[src/design/lla_pkg.sv]
// Shared types and constants for the least loaded bin assigner.
// No dependencies; every other design file imports this package.
package lla_pkg;

	localparam int WEIGHT_W = 16;
	localparam int BIN_W    = 4;
	localparam int REPORT_W = 32;
	localparam int COUNT_W  = 5;

	typedef logic [WEIGHT_W-1:0] weight_t;
	typedef logic [BIN_W-1:0]    bin_t;
	typedef logic [REPORT_W-1:0] report_t;
	typedef logic [COUNT_W-1:0]  count_t;

	localparam count_t COUNT_RESET = count_t'(16);

	typedef enum logic [1:0] {
		ST_IDLE,
		ST_SCAN,
		ST_FINISH
	} scan_state_t;

	// Control that the sequencer hands to every cell of the ring.
	typedef struct packed {
		logic clear;
		logic shift;
	} cell_ctrl_t;

endpackage

[src/design/lla_if.sv]
// Handshake channels of the least loaded bin assigner: job, result and configuration.
// Depends on lla_pkg for the payload types.
interface lla_job_if;
	import lla_pkg::*;

	logic    valid;
	logic    ready;
	weight_t job_weight;
	logic    start_batch;

	modport source (output valid, output job_weight, output start_batch, input ready);
	modport sink   (input valid, input job_weight, input start_batch, output ready);
endinterface

interface lla_result_if;
	import lla_pkg::*;

	logic    valid;
	logic    ready;
	bin_t    chosen_bin;
	report_t load_before;

	modport source (output valid, output chosen_bin, output load_before, input ready);
	modport sink   (input valid, input chosen_bin, input load_before, output ready);
endinterface

interface lla_cfg_if;
	import lla_pkg::*;

	logic   valid;
	logic   ready;
	count_t bin_count;

	modport source (output valid, output bin_count, input ready);
	modport sink   (input valid, input bin_count, output ready);
endinterface

[src/design/least_loaded_bin_assigner.sv]
// Least loaded bin assigner: bin loads circulate through a ring of cells past one comparator.
// A result is registered in the finish state once its job has been scanned across every bin of the ring.
// Jobs do not overlap: a new job request is taken only after the previous job has made one full turn of the load ring.
// A finished result waits in the output register while the next job request is taken.
// Reset clears every bin load to zero and sets bin_count to 16.
module least_loaded_bin_assigner #(
	parameter int MAX_BINS   = 16,
	parameter int LOAD_WIDTH = 32
) (
	input  logic         clk,
	input  logic         arst_n,
	lla_job_if.sink      job,
	lla_result_if.source result,
	lla_cfg_if.sink      cfg
);
	import lla_pkg::*;

	count_t                bin_count_q;
	cell_ctrl_t            ctrl;
	logic [LOAD_WIDTH-1:0] loads [MAX_BINS];
	logic [LOAD_WIDTH-1:0] tail_load;

	assign cfg.ready = 1'b1;

	always_ff @(posedge clk or negedge arst_n) begin
		if (!arst_n) begin
			bin_count_q <= COUNT_RESET;
		end else if (cfg.valid && cfg.ready) begin
			bin_count_q <= cfg.bin_count;
		end
	end

	generate
		for (genvar i = 0; i < MAX_BINS; i++) begin : g_cell
			logic [LOAD_WIDTH-1:0] next_in;
			if (i == MAX_BINS - 1) begin : g_tail
				assign next_in = tail_load;
			end else begin : g_mid
				assign next_in = loads[i+1];
			end
			lla_cell #(
				.LOAD_WIDTH (LOAD_WIDTH)
			) u_cell (
				.clk      (clk),
				.arst_n   (arst_n),
				.ctrl     (ctrl),
				.load_in  (next_in),
				.load_out (loads[i])
			);
		end
	endgenerate

	lla_scan #(
		.MAX_BINS   (MAX_BINS),
		.LOAD_WIDTH (LOAD_WIDTH)
	) u_scan (
		.clk       (clk),
		.arst_n    (arst_n),
		.job       (job),
		.result    (result),
		.bin_count (bin_count_q),
		.head_load (loads[0]),
		.tail_load (tail_load),
		.ctrl      (ctrl)
	);

	// The sequencer is busy for a whole ring turn after it takes a job request.
	assert property (@(posedge clk) disable iff (!arst_n)
		(job.valid && job.ready) |=> !job.ready)
	else $error("job request accepted while a scan was already starting");

	// A batch start empties the ring before the scan begins.
	assert property (@(posedge clk) disable iff (!arst_n)
		(job.valid && job.ready && job.start_batch) |=>
		(loads[0] == '0 && loads[MAX_BINS-1] == '0))
	else $error("bin loads not cleared at batch start");

endmodule

[src/design/lla_cell.sv]
// One cell of the load ring: holds the load of one bin and passes it on.
// Depends on lla_pkg for the cell control struct.
module lla_cell #(
	parameter int LOAD_WIDTH = 32
) (
	input  logic                  clk,
	input  logic                  arst_n,
	input  lla_pkg::cell_ctrl_t   ctrl,
	input  logic [LOAD_WIDTH-1:0] load_in,
	output logic [LOAD_WIDTH-1:0] load_out
);
	import lla_pkg::*;

	logic [LOAD_WIDTH-1:0] load_q;

	always_ff @(posedge clk or negedge arst_n) begin
		if (!arst_n) begin
			load_q <= '0;
		end else if (ctrl.clear) begin
			load_q <= '0;
		end else if (ctrl.shift) begin
			load_q <= load_in;
		end
	end

	assign load_out = load_q;

endmodule

[src/design/lla_scan.sv]
// Sequencer at the head of the load ring: running minimum, pending update, result register.
// Depends on lla_pkg and on the channel interfaces in lla_if.
module lla_scan #(
	parameter int MAX_BINS   = 16,
	parameter int LOAD_WIDTH = 32
) (
	input  logic                  clk,
	input  logic                  arst_n,
	lla_job_if.sink               job,
	lla_result_if.source          result,
	input  lla_pkg::count_t       bin_count,
	input  logic [LOAD_WIDTH-1:0] head_load,
	output logic [LOAD_WIDTH-1:0] tail_load,
	output lla_pkg::cell_ctrl_t   ctrl
);
	import lla_pkg::*;

	localparam int IDX_W = $clog2(MAX_BINS);
	localparam int CMP_W = ((IDX_W > COUNT_W) ? IDX_W : COUNT_W) + 1;
	localparam int SUM_W = ((LOAD_WIDTH > WEIGHT_W) ? LOAD_WIDTH : WEIGHT_W) + 1;
	localparam logic [IDX_W-1:0]      LAST_IDX = IDX_W'(MAX_BINS - 1);
	localparam logic [LOAD_WIDTH-1:0] LOAD_MAX = {LOAD_WIDTH{1'b1}};

	scan_state_t state_q, state_next;

	logic [IDX_W-1:0]      k_q;
	weight_t               weight_q;
	logic [IDX_W-1:0]      best_idx_q;
	logic [LOAD_WIDTH-1:0] best_val_q;
	logic                  pend_valid_q;
	logic [IDX_W-1:0]      pend_idx_q;
	logic [LOAD_WIDTH-1:0] pend_val_q;
	logic                  out_valid_q;
	bin_t                  out_bin_q;
	report_t               out_load_q;

	logic                  accept;
	logic                  finish_go;
	logic [LOAD_WIDTH-1:0] eff_load;
	logic                  in_range;
	logic                  take_best;
	logic [SUM_W-1:0]      sum;
	logic [LOAD_WIDTH-1:0] new_load;

	assign accept = job.valid && job.ready;

	// The previous job's update is still held here until its bin passes the head.
	assign eff_load = (pend_valid_q && (pend_idx_q == k_q)) ? pend_val_q : head_load;
	assign in_range = (k_q == '0) || (CMP_W'(k_q) < CMP_W'(bin_count));
	assign take_best = (k_q == '0) || (in_range && (eff_load < best_val_q));

	assign sum = SUM_W'(best_val_q) + SUM_W'(weight_q);
	assign new_load = (sum > SUM_W'(LOAD_MAX)) ? LOAD_MAX : sum[LOAD_WIDTH-1:0];

	assign tail_load = eff_load;

	always_comb begin
		state_next = state_q;
		job.ready = 1'b0;
		finish_go = 1'b0;
		ctrl.clear = 1'b0;
		ctrl.shift = 1'b0;
		case (state_q)
			ST_IDLE: begin
				job.ready = 1'b1;
				if (job.valid) begin
					ctrl.clear = job.start_batch;
					state_next = ST_SCAN;
				end
			end
			ST_SCAN: begin
				ctrl.shift = 1'b1;
				if (k_q == LAST_IDX) begin
					state_next = ST_FINISH;
				end
			end
			ST_FINISH: begin
				if (!out_valid_q || result.ready) begin
					finish_go = 1'b1;
					state_next = ST_IDLE;
				end
			end
			default: begin
				state_next = ST_IDLE;
			end
		endcase
	end

	always_ff @(posedge clk or negedge arst_n) begin
		if (!arst_n) begin
			state_q <= ST_IDLE;
			pend_valid_q <= 1'b0;
			out_valid_q <= 1'b0;
		end else begin
			state_q <= state_next;
			if (accept && job.start_batch) begin
				pend_valid_q <= 1'b0;
			end else if (finish_go) begin
				pend_valid_q <= 1'b1;
			end
			if (finish_go) begin
				out_valid_q <= 1'b1;
			end else if (result.ready) begin
				out_valid_q <= 1'b0;
			end
		end
	end

	always_ff @(posedge clk) begin
		if (accept) begin
			weight_q <= job.job_weight;
			k_q <= '0;
		end else if (state_q == ST_SCAN) begin
			k_q <= k_q + 1'b1;
			if (take_best) begin
				best_idx_q <= k_q;
				best_val_q <= eff_load;
			end
		end
		if (finish_go) begin
			pend_idx_q <= best_idx_q;
			pend_val_q <= new_load;
			out_bin_q <= BIN_W'(best_idx_q);
			out_load_q <= REPORT_W'(best_val_q);
		end
	end

	assign result.valid = out_valid_q;
	assign result.chosen_bin = out_bin_q;
	assign result.load_before = out_load_q;

endmodule

[src/flat_wrapper.sv]
// flat-port wrapper written by rule: the top's interface ports become plain ports
module least_loaded_bin_assigner_flat import lla_pkg::*;
#(
	parameter int MAX_BINS   = 16,
	parameter int LOAD_WIDTH = 32
)
  (clk, arst_n, job_valid, job_job_weight, job_start_batch, job_ready, result_valid, result_chosen_bin, result_load_before, result_ready, cfg_valid, cfg_bin_count, cfg_ready);
  lla_job_if job_i ();
  lla_result_if result_i ();
  lla_cfg_if cfg_i ();
  input  logic clk;
  input  logic arst_n;
  input wire logic [$bits(job_i.valid)-1:0] job_valid;
  input wire logic [$bits(job_i.job_weight)-1:0] job_job_weight;
  input wire logic [$bits(job_i.start_batch)-1:0] job_start_batch;
  output wire logic [$bits(job_i.ready)-1:0] job_ready;
  output wire logic [$bits(result_i.valid)-1:0] result_valid;
  output wire logic [$bits(result_i.chosen_bin)-1:0] result_chosen_bin;
  output wire logic [$bits(result_i.load_before)-1:0] result_load_before;
  input wire logic [$bits(result_i.ready)-1:0] result_ready;
  input wire logic [$bits(cfg_i.valid)-1:0] cfg_valid;
  input wire logic [$bits(cfg_i.bin_count)-1:0] cfg_bin_count;
  output wire logic [$bits(cfg_i.ready)-1:0] cfg_ready;
  assign job_i.valid = job_valid;
  assign job_i.job_weight = job_job_weight;
  assign job_i.start_batch = job_start_batch;
  assign job_ready = job_i.ready;
  assign result_valid = result_i.valid;
  assign result_chosen_bin = result_i.chosen_bin;
  assign result_load_before = result_i.load_before;
  assign result_i.ready = result_ready;
  assign cfg_i.valid = cfg_valid;
  assign cfg_i.bin_count = cfg_bin_count;
  assign cfg_ready = cfg_i.ready;
  least_loaded_bin_assigner #(.MAX_BINS(MAX_BINS), .LOAD_WIDTH(LOAD_WIDTH)) u_core (.clk(clk), .arst_n(arst_n), .job(job_i), .result(result_i), .cfg(cfg_i));
endmodule
[config.mk]
export PLATFORM = sky130hd
export DESIGN_NAME = least_loaded_bin_assigner_flat
export DESIGN_NICKNAME = d
export VERILOG_FILES = /design/src/design/lla_pkg.sv /design/src/design/lla_if.sv /design/src/design/least_loaded_bin_assigner.sv /design/src/design/lla_cell.sv /design/src/design/lla_scan.sv /design/src/flat_wrapper.sv
export SDC_FILE = /design/constraint.sdc
export NUM_CORES = 1
export LEC_CHECK = 0
export ABC_AREA = 1
export BUFFER_PORTS_ARGS = -buffer_cell sky130_fd_sc_hd__clkbuf_2
export CORE_MARGIN = 3
export CORE_UTILIZATION = 55
export DETAILED_ROUTE_END_ITERATION = 8
export PLACE_DENSITY = 0.81
export SLEW_MARGIN = 20
export SYNTH_ARGS = -nofsm -noshare
export SYNTH_HDL_FRONTEND = slang
export SYNTH_SLANG_ARGS = --single-unit
[constraint.sdc]
create_clock -name clk -period 4.8 [get_ports clk]
set_input_delay 0.24 -clock clk [delete_from_list [all_inputs] [get_ports clk]]
set_output_delay 0.24 -clock clk [all_outputs]
set_load 0.02 [all_outputs]
# [Word level (Yosys, flattened, before mapping)]
# Cells that the tools add are included.
[op_classes] n_shift=0 eq_ne=7 mux=47 bitwise=1 order_cmp=3 addsub=2 n_reduce_logical=15 div=0 n_mul=0
[ops] op="32-bit two-way mux" n=33
[ops] op="32-bit by 16-bit adder with 33-bit output" n=1
[ops] op="33-bit by 32-bit greater-than comparator with 1-bit output (second input constant)" n=1
[ops] op="32-bit < comparator" n=1
[ops] op="1-bit two-way mux" n=10
[ops] op="2-bit two-way mux" n=3
[ops] op="2-bit inequality test (second input constant)" n=3
[ops] op="2-bit one-hot mux with 3 select lines" n=1
[ops] op="3-bit AND reduction" n=2
[ops] op="2-bit nonzero test" n=3
[ops] op="4-bit by 5-bit < comparator with 1-bit output" n=1
[ops] op="4-bit by 1-bit adder with 4-bit output (second input constant)" n=1
[ops] op="4-bit == test" n=1
[ops] op="4-bit == test (second input constant)" n=1
[ops] op="1-bit logical AND" n=4
[ops] op="4-bit logical NOT" n=1
[ops] op="1-bit logical OR" n=3
[ops] op="2-bit by 1-bit == test with 1-bit output (second input constant)" n=1
[ops] op="2-bit == test (second input constant)" n=1
[ops] op="2-bit logical NOT" n=1
[ops] op="1-bit logical NOT" n=1
[ops] op="1-bit inverter" n=1
[totals] memories=0 elab_cells=102 mem_bits_ro=0 out_inout_bits=39 ramBits=0 latchBits=0 inputBits=27 register_bits=645

# [Logic depth before layout (Yosys ltp)]
# Gate-level depths: netlist of run 1.
[logic_depth] ltp_word=7 mapped_depth=19

# [Cells and area by module]
# From an unflattened synthesis of run 1, not the netlist that was laid out.
[hier_totals] cells_unflattened=2833 hier_area_um2=28466.1
[modules_own_cells] module="lla_cell" cells_per_inst=140 area_each_um2=1351.3 n_inst=16
[modules_own_cells] module="lla_scan" cells_per_inst=570 area_each_um2=6647.6 n_inst=1
[modules_own_cells] module="least_loaded_bin_assigner" cells_per_inst=23 area_each_um2=197.7 n_inst=1

# [Least setup slack after synthesis of run 1]
# Ideal clock, no wire load.
[synth_path] path_kind="reg2reg" start="register u_core.u_scan.out_valid_q (netlist: u_core.u_scan.result.valid)" end="register u_core.u_scan.pend_val_q[0] (enable)" period_less_slack_ps=3923 stages_incl_launch_ff=4 required_time_ps=4303 t_arrival_ps=3426 path_slack_ps=877 path_cell_list="dfrtp_1 -> inv_1 -> nor2_1 -> nor2_1"
[synth_between] elab_chain_cells=4
[synth_lines] item="start, declared" line="lla_scan.sv:33" text="logic out_valid_q;"
[synth_lines] item="start signal, assigned" line="lla_scan.sv:93" text="out_valid_q <= 1'b0;"
[synth_lines] item="start signal, assigned" line="lla_scan.sv:102" text="out_valid_q <= 1'b1;"
[synth_lines] item="start signal, assigned" line="lla_scan.sv:104" text="out_valid_q <= 1'b0;"
[synth_lines] item="1-bit logical NOT" line="lla_scan.sv:78" text="if (!out_valid_q || result.ready) begin"
[synth_lines] item="1-bit logical OR" line="lla_scan.sv:78"
[synth_lines] item="1-bit two-way mux" line="lla_scan.sv:78"
[synth_lines] item="1-bit two-way mux" line="lla_scan.sv:63" text="case (state_q)"
[synth_lines] item="named net u_core.u_scan.finish_go" line="lla_scan.sv:38" text="logic finish_go;"
[synth_lines] item="end signal, assigned" line="lla_scan.sv:122" text="pend_val_q <= new_load;"
[synth_lines] item="end, declared" line="lla_scan.sv:32" text="logic [LOAD_WIDTH-1:0] pend_val_q;"
# The timed path passes the listed nets, and every way through them passes these cells.
# A chain may end at the register's enable or synchronous reset.

# [Worst setup path in the final report of run 1]
[layout_path] start="register u_core.u_scan.k_q[1]" end="register u_core.u_scan.best_val_q[30] (enable)"
[layout_between] elab_chain_cells=7 elab_cells_between_ends=10 classes_between="2 x order compare; 1 x eq/ne; 1 x mux; 6 x reduce/logical"
[layout_lines] item="start, declared" line="lla_scan.sv:26" text="logic [IDX_W-1:0] k_q;"
[layout_lines] item="start signal, assigned" line="lla_scan.sv:114" text="k_q <= k_q + 1'b1;"
[layout_lines] item="4-bit == test" line="lla_scan.sv:48" text="assign eff_load = (pend_valid_q && (pend_idx_q == k_q)) ? pend_val_q : head_load;"
[layout_lines] item="1-bit logical AND" line="lla_scan.sv:48"
[layout_lines] item="32-bit two-way mux" line="lla_scan.sv:48"
[layout_lines] item="named net u_core.g_cell[15].next_in[11]" line="least_loaded_bin_assigner.sv:35" text="logic [LOAD_WIDTH-1:0] next_in;"
[layout_lines] item="32-bit < comparator" line="lla_scan.sv:50" text="assign take_best = (k_q == '0) || (in_range && (eff_load < best_val_q));"
[layout_lines] item="1-bit logical AND" line="lla_scan.sv:50"
[layout_lines] item="1-bit logical OR" line="lla_scan.sv:50"
[layout_lines] item="3-bit AND reduction (no line)"
[layout_lines] item="end signal, assigned" line="lla_scan.sv:117" text="best_val_q <= eff_load;"
[layout_lines] item="end, declared" line="lla_scan.sv:29" text="logic [LOAD_WIDTH-1:0] best_val_q;"
# The timed path passes the listed nets, and every way through them passes these cells.

==> flow_summary.toml, run 1 <==
[synth]
syn_avg_cell_area_sq_um = 10.3
synth_seq_cells = 645
synth_top_area_frac = 0.505
synth-seq-area-share = 0.649
synth.area.mux_share = 0.0140
synthAdderAreaFrac = 0.0260
yosysUniqueCellTypes = 42
synth_compound_area_frac = 0.116
synth_xor_area_frac = 0.00918
syn_area_sq_mm = 0.0258
synth_ff_type = "dfrtp_1"
synth_edf_count = 120
synth_simple_gate_area_frac = 0.128
yosysTopAreaCell = "dfrtp_1"
synthCells = 2491
synth_top_family_by_area = "simple AND/OR/NAND/NOR gates"
synth_area_leaders = "dfrtp_1 50%, edfxtp_1 14%, nand2_1 8.2%"
yosysWarnings = 0
synth_nets = 2571
ys_async_sr_fraction = 0.808

[route]
wl_microns = 56200
routedWlPerCell_microns = 17.8
viasPerCell = 5.68
drtIter0Drc = 1710
drcViolationCount = 0
first_pass_iters = 5
vias = 18000
ant_nets = 0

[setup_path]
critical_path_class = "flop to flop"
arrival_ns = 4.33
endpoint_kind = "flop"
crit_start = "u_core.u_scan.k_q[1]"
start_kind = "flop"
path_max_fanout = 33
worst_r2r_startpoint = "u_core.u_scan.k_q[1]"
crit_required_ns = 5.09

[die]
initial_utilization = 0.562
fp.coreArea_sq_mm = 0.0459
dieArea_sq_mm = 0.0495
num_rows = 78
die_w_microns = 222
dieHeight_microns = 222
io_pins = 66

[timing]
skew_ns = 0.0281
drv_slew = 0
grt_setup_unrepaired = "false"
setup_viol = 0
fin_crit_sh = 0.843
tns_ns = 0
tightestPinTransition_ns = 1.05
post-route-min-period_ns = 4.05
hold_violations = 0
max_slew_margin = 0.301
max_freq_ghz = 0.247

[clock_network]
cts.htree.levels = 3
clockRootBuffer = "clkbuf_16"
post_cts_buffers = 0
cts_made_buffers = 66
clockBufferDepth = 3
cts.sinks = 645
cts.clk_slew.worst_paths_ns = 0.06
clk_latency_ns = 0.60
tritoncts = "built"

[pwr]
p_leak_uw = 0.0129
share_seq_of_total_power = 0.444
power_density_mw_per_mm2 = 647
p_sw_uw = 6580
switching_share = 0.351
power_uw = 18800
combPwrFrac = 0.277
clkPwrFrac = 0.279
intPower_uw = 12200
peakVddDrop_v = 0.000503

[global_route]
antenna_found_initial = 0
grtUsageTotal = 0.229
globalRoute.totalOverflow = 0
grt_max_degree = 208
grt_pass1_vias = 18000
grt_first_pass_wirelength_microns = 93500

[cells_and_area]
drive_above_1_share = 0.0951
fin_util = 0.632
diodes = 0
fin_nets = 2596
syn_to_final_growth_pct = 12.5

[placed_design]
gp_congestion = 0.880
hpwlAfterDp_microns = 32700
port_buffers = 64

[min_path]
min-delay-start = "cfg_valid"
min_path_type = "input port to flop"

[run]
maxCapViolCount = 0

[outcome]
status = "finished clean"
==> power by group through the flow <==
| stage | Clock [uW] | Combinational, uW | Sequential [uW] |
|---|---|---|---|
| 2_1_floorplan | 0 | 3820 | 8090 |
| 3_3_place_gp | 0 | 4940 | 8340 |
| 3_5_place_dp | 0 | 5110 | 8390 |
| 4_1_cts | 5320 | 5200 | 8320 |
| 5_1_grt | 5550 | 5870 | 8500 |
| 6_report | 5230 | 5200 | 8330 |
==> final timing paths <==
kind                       cells after the start                                    end  slack, ns
min in group asynchronous                      2   u_core.g_cell[9].u_cell.load_out[15]       0.32
hold / removal                                 2                  u_core.bin_count_q[0]       0.05
max in group asynchronous                      3  u_core.g_cell[10].u_cell.load_out[22]       3.16
hold reg to reg                                0     u_core.u_scan.result.chosen_bin[1]       0.44
setup reg to reg                              17           u_core.u_scan.best_val_q[30]       0.75
setup / recovery                              17           u_core.u_scan.best_val_q[30]       0.75
==> final cells by class <==
type,instances,area [sq um]
clock buffer,90,1880
clock inverter,27,353
fill,3520,16900
inverter,230,873
multi-input combinational,1465,7590
sequential,645,16700
tap,600,751
timing repair buffer,108,821
==> sequential cells by signal, summed over array words and instances, names as in the netlist <==
name / cells
u_core.bin_count_q: 5
u_core.g_cell.u_cell.load_out: 512
u_core.u_scan.best_idx_q: 4
u_core.u_scan.best_val_q: 32
u_core.u_scan.k_q: 4
u_core.u_scan.pend_val_q: 32
u_core.u_scan.pend_valid_q: 1
u_core.u_scan.result.chosen_bin: 4
u_core.u_scan.result.load_before: 32
u_core.u_scan.result.valid: 1
u_core.u_scan.state_q: 2
u_core.u_scan.weight_q: 16
==> through the flow <==
| step | instances | area (sq um) | hold WS, ns | setup WS, ns |
|---|---|---|---|---|
| 3_5_place_dp | 3019 | 26500 | 0.401 | 0.827 |
| 4_1_cts | 3165 | 29000 | 0.00773 | 0.808 |
| 3_3_place_gp | 3019 | 26500 | 0.407 | 0.953 |
| 5_1_grt | 3165 | 29000 | 0.0555 | 0.521 |
| 6_report | 3165 | 29000 | 0.0453 | 0.752 |
| 2_1_floorplan | 2491 | 25800 | -0.0556 | 0.877 |
==> logic make-up after synthesis <==
logic type,count (synthesis)
simple gates,796
flops,645
compound gates,556
buf+inv,381
fa+ha+maj,53
mux,32
xor+xnor,27
other cells,1
==> routing by layer <==
metal | track usage | up-vias | share of wire
met5 | 0 | - | 0
met4 | 0.0839 | 0 | 0.029
met3 | 0.0394 | 109 | 0.052
met2 | 0.359 | 476 | 0.48
met1 | 0.326 | 9032 | 0.44
li1 | - | 8367 | -
==> synthesized netlist by cell type (2+ instances only) <==
| library cell | count |
|---|---|
| dfxtp_1 | 4 |
| nor2_1 | 35 |
| clkbuf_1 | 99 |
| nand4_1 | 4 |
| dfrtp_1 | 520 |
| nor4_1 | 3 |
| xnor2_1 | 10 |
| buf_2 | 42 |
| xor2_1 | 17 |
| a21oi_2 | 3 |
| ha_1 | 52 |
| nor3_1 | 9 |
| nand3_1 | 164 |
| o22ai_1 | 123 |
| o21ai_0 | 383 |
| mux2_2 | 32 |
| buf_1 | 8 |
| nand3_2 | 2 |
| nand2_1 | 565 |
| buf_4 | 2 |
| a21oi_1 | 38 |
| nor2_4 | 3 |
| inv_2 | 9 |
| inv_1 | 221 |
| edfxtp_1 | 120 |
| o21a_1 | 2 |
| nand2_2 | 6 |
==> cell usage in the layout, fill, tap and decap left out, drive strengths merged, types with 7 or more instances in the layout <==
master / instances
nand2: 571
dfrtp: 520
o21ai: 384
inv: 233
nand3: 167
clkbuf: 153
o22ai: 123
edfxtp: 120
ha: 52
a21oi: 41
nor2: 39
mux2: 32
dlygate4sd3: 29
xor2: 17
clkinv: 17
buf: 16
xnor2: 10
nor3: 9
bufinv: 7
==> critical path: stages (launching register included) <==
cell and delay (ns):
dfxtp_1 0.45, inv_2 0.07, nand2_1 0.06, nand2_1 0.06
nor2_2 0.17, nand3_4 0.45, mux2_2 0.48, ha_1 0.30
nand2_1 0.07, inv_1 0.06, nand3_1 0.08, a31oi_1 0.08
a2111oi_0 0.39, nand2_1 0.19, nand2_1 0.10, nand2_1 0.08
a21oi_4 0.34, buf_12 0.26
==> what timing repair did <==
action,in CTS,in global routing
hold endpoints to repair,133,0
hold buffers,29,0
gates resized for setup,0,0
No activity file was read; power rests on OpenSTA's default activity.
==> run 2, diff against run 1 <==
Settings changed: PLACE_DENSITY 0.81 to 0.83.
Clock period 4.8 ns to 3.6 ns, I/O delays scaled along.
==> flow_summary.toml, run 2 (synthesized netlist as in run 1, its figures left out) <==
[placed_design]
gp_congestion = 0.877
hpwlAfterDp_microns = 34000
port_buffers = 64
placedCellCount = 3027

[timing]
hold_violations = 0
max_freq_ghz = 0.303
grt_setup_unrepaired = "false"
tns_ns = 0
tightestPinTransition_ns = 1.03
fin_crit_sh = 0.918
max_slew_margin = 0.312
post-route-min-period_ns = 3.30
setup_viol = 0
skew_ns = 0.0294
drv_slew = 0

[pwr]
combPwrFrac = 0.284
p_sw_uw = 8890
power_density_mw_per_mm2 = 858
peakVddDrop_v = 0.000704
clkPwrFrac = 0.271
p_leak_uw = 0.0130
intPower_uw = 16100
share_seq_of_total_power = 0.445
switching_share = 0.356

[route]
first_pass_iters = 5
wl_microns = 57600
vias = 18200
ant_nets = 0
drcViolationCount = 0
routedWlPerCell_microns = 18.1
drtIter0Drc = 1920
viasPerCell = 5.70

[cells_and_area]
drive_above_1_share = 0.0984
largest_register_ffs = 512
syn_to_final_growth_pct = 12.9
diodes = 0
final_cell_mix = "564 x nand2_1, 520 x dfrtp_1, 383 x o21ai_0, 221 x inv_1, 164 x nand3_1"
fin_cells = 3182
final_common_cell = "nand2_1"
fin_nets = 2609

[clock_network]
cts.sinks = 645
cts_made_buffers = 66
clockRootBuffer = "clkbuf_16"
cts.htree.levels = 3
cts.clk_slew.worst_paths_ns = 0.06
tritoncts = "built"
clockBufferDepth = 3
post_cts_resized = 0
clk_latency_ns = 0.60

[min_path]
min-delay-start = "job_valid"
min_path_type = "input port to flop"

[global_route]
antenna_found_initial = 0
globalRoute.totalOverflow = 0
grtUsageTotal = 0.234
grt_pass1_vias = 17900
grt_max_degree = 208
grt_first_pass_wirelength_microns = 95300

[setup_path]
arrival_ns = 3.60
worst_r2r_startpoint = "u_core.u_scan.k_q[1]"
critical_path_class = "flop to flop"
start_kind = "flop"
endpoint_kind = "flop"
crit_required_ns = 3.89
crit_start = "u_core.u_scan.k_q[1]"
path_max_fanout = 20

[die]
dieArea_sq_mm = 0.0495
io_pins = 66
dieHeight_microns = 222
die_w_microns = 222
fp.coreArea_sq_mm = 0.0459
initial_utilization = 0.562
num_rows = 78

[outcome]
status = "finished clean"

[run]
maxCapViolCount = 0
[run 2: per-layer routing]
metal,global-route usage,up-vias,share of wire
met5,0,-,0
met4,0.0671,0,0.021
met3,0.0391,88,0.056
met2,0.373,558,0.49
met1,0.337,9110,0.44
li1,-,8394,-
[run 2: metrics by stage]
| stage | power, uW | setup slack [ns] | utilization | cell area, sq um | hold WS [ns] |
|---|---|---|---|---|---|
| 5_1_grt | 26500 | 0.0000604 | 0.634 | 29100 | 0.102 |
| 4_1_cts | 25000 | 0.173 | 0.633 | 29100 | 0.0841 |
| 2_1_floorplan | 15900 | 0.141 | - | 25800 | -0.116 |
| 3_5_place_dp | 18100 | 0.181 | 0.580 | 26600 | 0.244 |
| 6_report | 25000 | 0.296 | 0.634 | 29100 | 0.0915 |
| 3_3_place_gp | 17800 | 0.224 | 0.580 | 26600 | 0.242 |
[run 2: layout make-up]
class	instances	area, sq um
tap	600	751
sequential	645	16700
fill	3456	16800
timing repair buffer	121	990
multi-input combinational	1465	7590
clock buffer	92	1890
clock inverter	29	263
inverter	230	873
[run 2: power groups by stage]
| stage | logic, uW | clock network [uW] | registers, uW |
|---|---|---|---|
| global placement | 6690 | 0 | 11100 |
| finish | 7090 | 6770 | 11100 |
| global route | 7990 | 7180 | 11300 |
| detailed placement | 6930 | 0 | 11200 |
| CTS | 7070 | 6850 | 11100 |
| floorplan | 5110 | 0 | 10800 |
[run 2: critical path: stages, from the launching register on]
cell and delay, ns:
dfxtp_1 0.44, inv_2 0.07, nand2_1 0.06, nand2_1 0.06
nor2_2 0.16, nand3_4 0.23, buf_4 0.25, mux2_2 0.31
ha_1 0.30, nand2_1 0.09, nor2_1 0.05, a211oi_1 0.16
nand2_1 0.10, nand2_1 0.08, nand2_1 0.07, nand2_1 0.07
nand2_1 0.07, a21oi_4 0.20, buf_12 0.20
[run 2: path summary, 6_finish.rpt]
check	to	slack (ns)	cells after the start
min in group asynchronous	u_core.g_cell[6].u_cell.load_out[22]	0.20	2
hold / removal	u_core.u_scan.k_q[0]	0.09	4
setup reg to reg	u_core.u_scan.best_val_q[0]	0.30	18
setup / recovery	u_core.u_scan.best_val_q[0]	0.30	18
max in group asynchronous	u_core.g_cell[15].u_cell.load_out[3]	2.24	3
hold reg to reg	u_core.u_scan.result.chosen_bin[2]	0.42	0
[run 2: timing repair]
action                     4_1_cts  5_1_grt
setup buffers                    0        3
hold buffers                    31        0
setup endpoints to repair        0       36
hold endpoints to repair       102        0
